==> config.mk <==
export PLATFORM = sky130hd
export DESIGN_NAME = ofi_queue
export DESIGN_NICKNAME = d
export VERILOG_FILES = /design/src/hw/rtl/ofi_pkg.sv /design/src/hw/rtl/ofi_queue.sv
export SDC_FILE = /design/constraint.sdc
export NUM_CORES = 1
export LEC_CHECK = 0
export BUFFER_PORTS_ARGS = -buffer_cell sky130_fd_sc_hd__buf_2
export CORE_ASPECT_RATIO = 0.5
export CORE_MARGIN = 3
export CORE_UTILIZATION = 35
export DETAILED_ROUTE_END_ITERATION = 10
export SYNTH_ARGS = -nofsm -noshare
export SYNTH_HDL_FRONTEND = slang
export SYNTH_SLANG_ARGS = --single-unit
==> constraint.sdc <==
create_clock -name clk -period 9.3 [get_ports clk]
set_input_delay 0.93 -clock clk [delete_from_list [all_inputs] [get_ports clk]]
set_output_delay 0.93 -clock clk [all_outputs]
set_load 0.01 [all_outputs]
==> src/hw/rtl/ofi_pkg.sv <==
`timescale 1ns / 1ps

package ofi_pkg;

  localparam int HISTORY_DEPTH = 64;
  localparam int TIME_BITS     = 48;

  localparam int IDX_W   = $clog2(HISTORY_DEPTH);
  localparam int CNT_W   = $clog2(HISTORY_DEPTH + 1);
  localparam int PRICE_W = 32;
  localparam int TERM_W  = 34;
  localparam int SUM_W   = 41;
  localparam int WIN_W   = 24;
  localparam int CMP_W   = (TIME_BITS > WIN_W) ? TIME_BITS : WIN_W;

  localparam logic [WIN_W-1:0] WIN_RESET = WIN_W'(5000);

  localparam int QUEUE_DEPTH = 2;
  localparam int QPTR_W      = $clog2(QUEUE_DEPTH);
  localparam int QCNT_W      = $clog2(QUEUE_DEPTH + 1);

  // One classified quote on its way from the front end to the window engine.
  typedef struct packed {
    logic signed [TERM_W-1:0] term;
    logic [TIME_BITS-1:0]     stamp;
    logic                     primed;
  } work_t;

  // One history ring entry.
  typedef struct packed {
    logic signed [TERM_W-1:0] term;
    logic [TIME_BITS-1:0]     stamp;
  } hist_t;

  typedef enum logic [2:0] {
    BK_IDLE,
    BK_DROP,
    BK_PUSH,
    BK_EV_RD,
    BK_EV_CHK,
    BK_DONE
  } back_state_t;

endpackage

==> src/hw/rtl/ofi_queue.sv <==
`timescale 1ns / 1ps

module ofi_queue (
  input  logic           clk,
  input  logic           rst_n,
  input  logic           push_valid,
  output logic           push_ready,
  input  ofi_pkg::work_t push_work,
  output logic           pop_valid,
  input  logic           pop_ready,
  output ofi_pkg::work_t pop_work
);

  ofi_pkg::work_t                slot_r [ofi_pkg::QUEUE_DEPTH];
  logic [ofi_pkg::QPTR_W-1:0]    wr_ptr_r, wr_ptr_nxt;
  logic [ofi_pkg::QPTR_W-1:0]    rd_ptr_r, rd_ptr_nxt;
  logic [ofi_pkg::QCNT_W-1:0]    cnt_r, cnt_nxt;
  logic                          do_push, do_pop;

  assign push_ready = (cnt_r != ofi_pkg::QCNT_W'(ofi_pkg::QUEUE_DEPTH));
  assign pop_valid  = (cnt_r != '0);
  assign pop_work   = slot_r[rd_ptr_r];
  assign do_push    = push_valid & push_ready;
  assign do_pop     = pop_valid & pop_ready;

  always_comb begin
    wr_ptr_nxt = wr_ptr_r;
    rd_ptr_nxt = rd_ptr_r;
    cnt_nxt    = cnt_r;
    if (do_push) begin
      wr_ptr_nxt = (wr_ptr_r == ofi_pkg::QPTR_W'(ofi_pkg::QUEUE_DEPTH - 1)) ?
                   '0 : wr_ptr_r + 1'b1;
    end
    if (do_pop) begin
      rd_ptr_nxt = (rd_ptr_r == ofi_pkg::QPTR_W'(ofi_pkg::QUEUE_DEPTH - 1)) ?
                   '0 : rd_ptr_r + 1'b1;
    end
    if (do_push && !do_pop) begin
      cnt_nxt = cnt_r + 1'b1;
    end else if (do_pop && !do_push) begin
      cnt_nxt = cnt_r - 1'b1;
    end
  end

  always_ff @(posedge clk) begin
    if (!rst_n) begin
      wr_ptr_r <= '0;
      rd_ptr_r <= '0;
      cnt_r    <= '0;
    end else begin
      wr_ptr_r <= wr_ptr_nxt;
      rd_ptr_r <= rd_ptr_nxt;
      cnt_r    <= cnt_nxt;
    end
  end

  always_ff @(posedge clk) begin
    if (do_push) begin
      slot_r[wr_ptr_r] <= push_work;
    end
  end

endmodule

==> impl_metrics.prom <==
# TYPE chip_impl_metric gauge
chip_impl_metric{name="count_of_nets_left_with_antenna_violations_after_detail_routing",unit=""} 0
chip_impl_metric{name="postSynthRegisterBits",unit=""} 171
chip_impl_metric{name="worst_ir_drop_vdd",unit="V"} 0.000140
chip_impl_metric{name="initial_core_util",unit="%"} 36.9
chip_impl_info{name="cts_root_buf",value="clkbuf_16"} 1
chip_impl_metric{name="grt_max_degree",unit=""} 71
chip_impl_metric{name="synth.net_count",unit=""} 370
chip_impl_metric{name="worst_slew_pin_slew",unit="ps"} 995
chip_impl_metric{name="drive_gt1_share",unit="%"} 61.3
chip_impl_info{name="post_synth_main_area_contributors",value="edfxtp_1 (80%), mux2_2 (15%), dfxtp_1 (1.6%), buf_4 (0.84%), and2_1 (0.40%)"} 1
chip_impl_metric{name="post_route_clock_period_utilization",unit="%"} 34.5
chip_impl_metric{name="cts_made_buffers",unit=""} 17
chip_impl_metric{name="grt_first_pass_wirelength",unit="um"} 18500
chip_impl_metric{name="clock_insertion_delay_worst_skew",unit="ps"} 410
chip_impl_info{name="rsz0062_at_grt",value="no"} 1
chip_impl_info{name="most-common-layout-cells",value="buf_2 (171), edfxtp_1 (166), mux2_2 (83)"} 1
chip_impl_metric{name="antenna-diode-count",unit=""} 0
chip_impl_metric{name="leakagePower",unit="uW"} 0.00290
chip_impl_metric{name="die_width",unit="um"} 195
chip_impl_metric{name="postCtsResizedCells",unit=""} 0
chip_impl_info{name="min_from",value="cnt_r[1]$_SDFFE_PN0P_"} 1
chip_impl_metric{name="synthesis.area_per_instance",unit="um^2"} 22.1
chip_impl_metric{name="setup_violations",unit=""} 0
chip_impl_metric{name="detailedPlace.worstSlack",unit="ps"} 6460
chip_impl_metric{name="final_design_area_no_fill",unit="um^2"} 7870
chip_impl_metric{name="critPathMaxFanout",unit=""} 65
chip_impl_metric{name="cellPowerDensity",unit="nW/um^2"} 271
chip_impl_metric{name="max_freq",unit="MHz"} 311
chip_impl_metric{name="data_arrival_time_at_the_worst_slack_endpoint",unit="ps"} 2280
chip_impl_metric{name="holdBufCountCts",unit=""} 0
chip_impl_info{name="yosysTopAreaCell",value="edfxtp_1"} 1
chip_impl_metric{name="critical_path_required",unit="ps"} 8370
chip_impl_metric{name="pin_count",unit=""} 172
chip_impl_metric{name="num-nets-final",unit=""} 554
chip_impl_metric{name="grt_remaining_overflow",unit=""} 0
chip_impl_metric{name="vias",unit=""} 3154
chip_impl_metric{name="path_clk_slew",unit="ps"} 60
chip_impl_info{name="worst_r2r_startpoint",value="cnt_r[0]$_SDFFE_PN0P_"} 1
chip_impl_metric{name="grt_antenna_before_repair",unit=""} 2
chip_impl_metric{name="drt-vias-per-instance",unit=""} 4.47
chip_impl_metric{name="buffer_ports.inserted",unit=""} 171
chip_impl_info{name="outcome",value="finished clean"} 1
chip_impl_metric{name="gp_congestion",unit=""} 0.672
chip_impl_metric{name="timing.slew.headroom",unit="%"} 33.7
chip_impl_metric{name="route.detailed.wl_per_inst",unit="um"} 17.3
chip_impl_info{name="setup.worst_path.start_class",value="flip-flop"} 1
chip_impl_metric{name="setup_total_neg_slack",unit="ps"} 0
chip_impl_metric{name="dr.pass1.iters",unit=""} 4
chip_impl_metric{name="yosys_warnings",unit=""} 0
chip_impl_metric{name="die_area",unit="um^2"} 19500
chip_impl_metric{name="fin_worst_hold_slack",unit="ps"} 551
chip_impl_metric{name="syn-cell-area",unit="um^2"} 6220
chip_impl_metric{name="floorplan.die.height",unit="um"} 100
chip_impl_metric{name="slew_viol_final",unit=""} 0
chip_impl_info{name="min_path_type",value="reg2reg"} 1
chip_impl_metric{name="finClkSkew",unit="ps"} 8.16
chip_impl_metric{name="initialDrtViolationCount",unit=""} 121
chip_impl_metric{name="cts_setup_buffers",unit=""} 0
chip_impl_metric{name="vias_in_the_first_global_route",unit=""} 3284
chip_impl_metric{name="period_needed",unit="ps"} 3210
chip_impl_metric{name="yosysTopAreaCellShare",unit="%"} 80.1
chip_impl_info{name="setup.worst_path.class",value="reg2out"} 1
chip_impl_metric{name="cts_max_level",unit=""} 4
chip_impl_info{name="tritoncts",value="built"} 1
chip_impl_metric{name="area_delta_synth_final",unit="%"} 26.5
chip_impl_metric{name="rows",unit=""} 33
chip_impl_metric{name="post-route-drc-count",unit=""} 0
chip_impl_metric{name="fin_ws",unit="ps"} 6090
chip_impl_metric{name="post_synth_num_cell_types",unit=""} 20
chip_impl_metric{name="tritoncts_num_sinks",unit=""} 171
chip_impl_info{name="mostFrequentLayoutCell",value="buf_2"} 1
chip_impl_metric{name="syn-instance-count",unit=""} 282
chip_impl_metric{name="seq_area_frac_synth",unit="%"} 81.7
chip_impl_info{name="endpoint_kind",value="output port"} 1
chip_impl_metric{name="postPlaceCellArea",unit="um^2"} 7330
chip_impl_metric{name="clock_tree.buffer_depth",unit=""} 2
chip_impl_metric{name="design_power_total",unit="uW"} 2130
chip_impl_metric{name="cap_violations",unit=""} 0
chip_impl_metric{name="grt.total_usage",unit="%"} 12.5
chip_impl_metric{name="floorplan.core_area",unit="um^2"} 16900
chip_impl_metric{name="routed_wirelength",unit="um"} 12200
chip_impl_metric{name="detailedPlacementHpwl",unit="um"} 7810
chip_impl_metric{name="timing.final.hold_violations",unit=""} 0
power breakdown:
group          internal, uW  switching, uW
registers               964           34.2
clock network           347            303
logic                   230            255
total                  1540            592
flip-flops by register name, summed over array words and instances (netlist names), named ones only:
| signal | flops |
|---|---|
| slot_r | 166 |
| rd_ptr_r | 1 |
| wr_ptr_r | 1 |
| cnt_r | 2 |
cell usage after synthesis (all sizes together):
master and instances:
and2 4, a21boi 2, inv 1, or3 1
ha 1, nand2b 1, xnor2 2, nand3b 1
edfxtp 166, xor2 1, buf 9, and3 1
o21ai 2, mux2 83, or2 1, a21bo 1
dfxtp 5
cell families (layout without fill, tap and decap cells):
| kind of cell | count (synthesis) | count (layout) | share of synthesized area (%) |
|---|---|---|---|
| adders and majority gates | 1 | 1 | 0.201 |
| muxes | 83 | 83 | 15.0 |
| xor gates and xnor gates | 3 | 3 | 0.422 |
| buffers and inverters | 10 | 206 | 1.07 |
| DFF | 171 | 171 | 81.7 |
| AOI/OAI and AO/OA | 5 | 5 | 0.563 |
| and+or+nand+nor | 9 | 9 | 1.05 |
worst paths after layout:
check	slack, ps	cells past startpoint	to
worst max-delay path	6090	3	pop_work[19]
worst min-delay path	550	2	cnt_r[1]$_SDFFE_PN0P_
worst max register to register	7100	4	slot_r[0][66]$_DFFE_PP_
worst min register to register	550	2	cnt_r[1]$_SDFFE_PN0P_
final cells by class:
cell class	instances	area, um^2
inverter	1	5.00
fill	1506	9020
clock buffer	18	429
clock inverter	13	108
tap	227	284
timing repair buffer	174	878
sequential	171	5090
multi-input combinational	101	1080
routing by layer:
metal  track usage, %  wire length, um  vias to the layer above
met4             5.73              234                        4
li1                 -                -                     1486
met1             14.7             5000                     1581
met5                0               27                        -
met3             3.39              442                       21
met2             21.9             6490                       62
critical path: stages (launching register included):
cell and delay, ps:
dfxtp_4 500, buf_4 750, mux2_2 420, buf_2 150
through the flow:
stage	cells	utilization [%]
floorplan	282	-
global placement	674	43.4
detailed placement	674	43.4
CTS	705	46.6
global route	705	46.6
finish	705	46.6
Note: power is estimated with default switching activity, not from simulation.
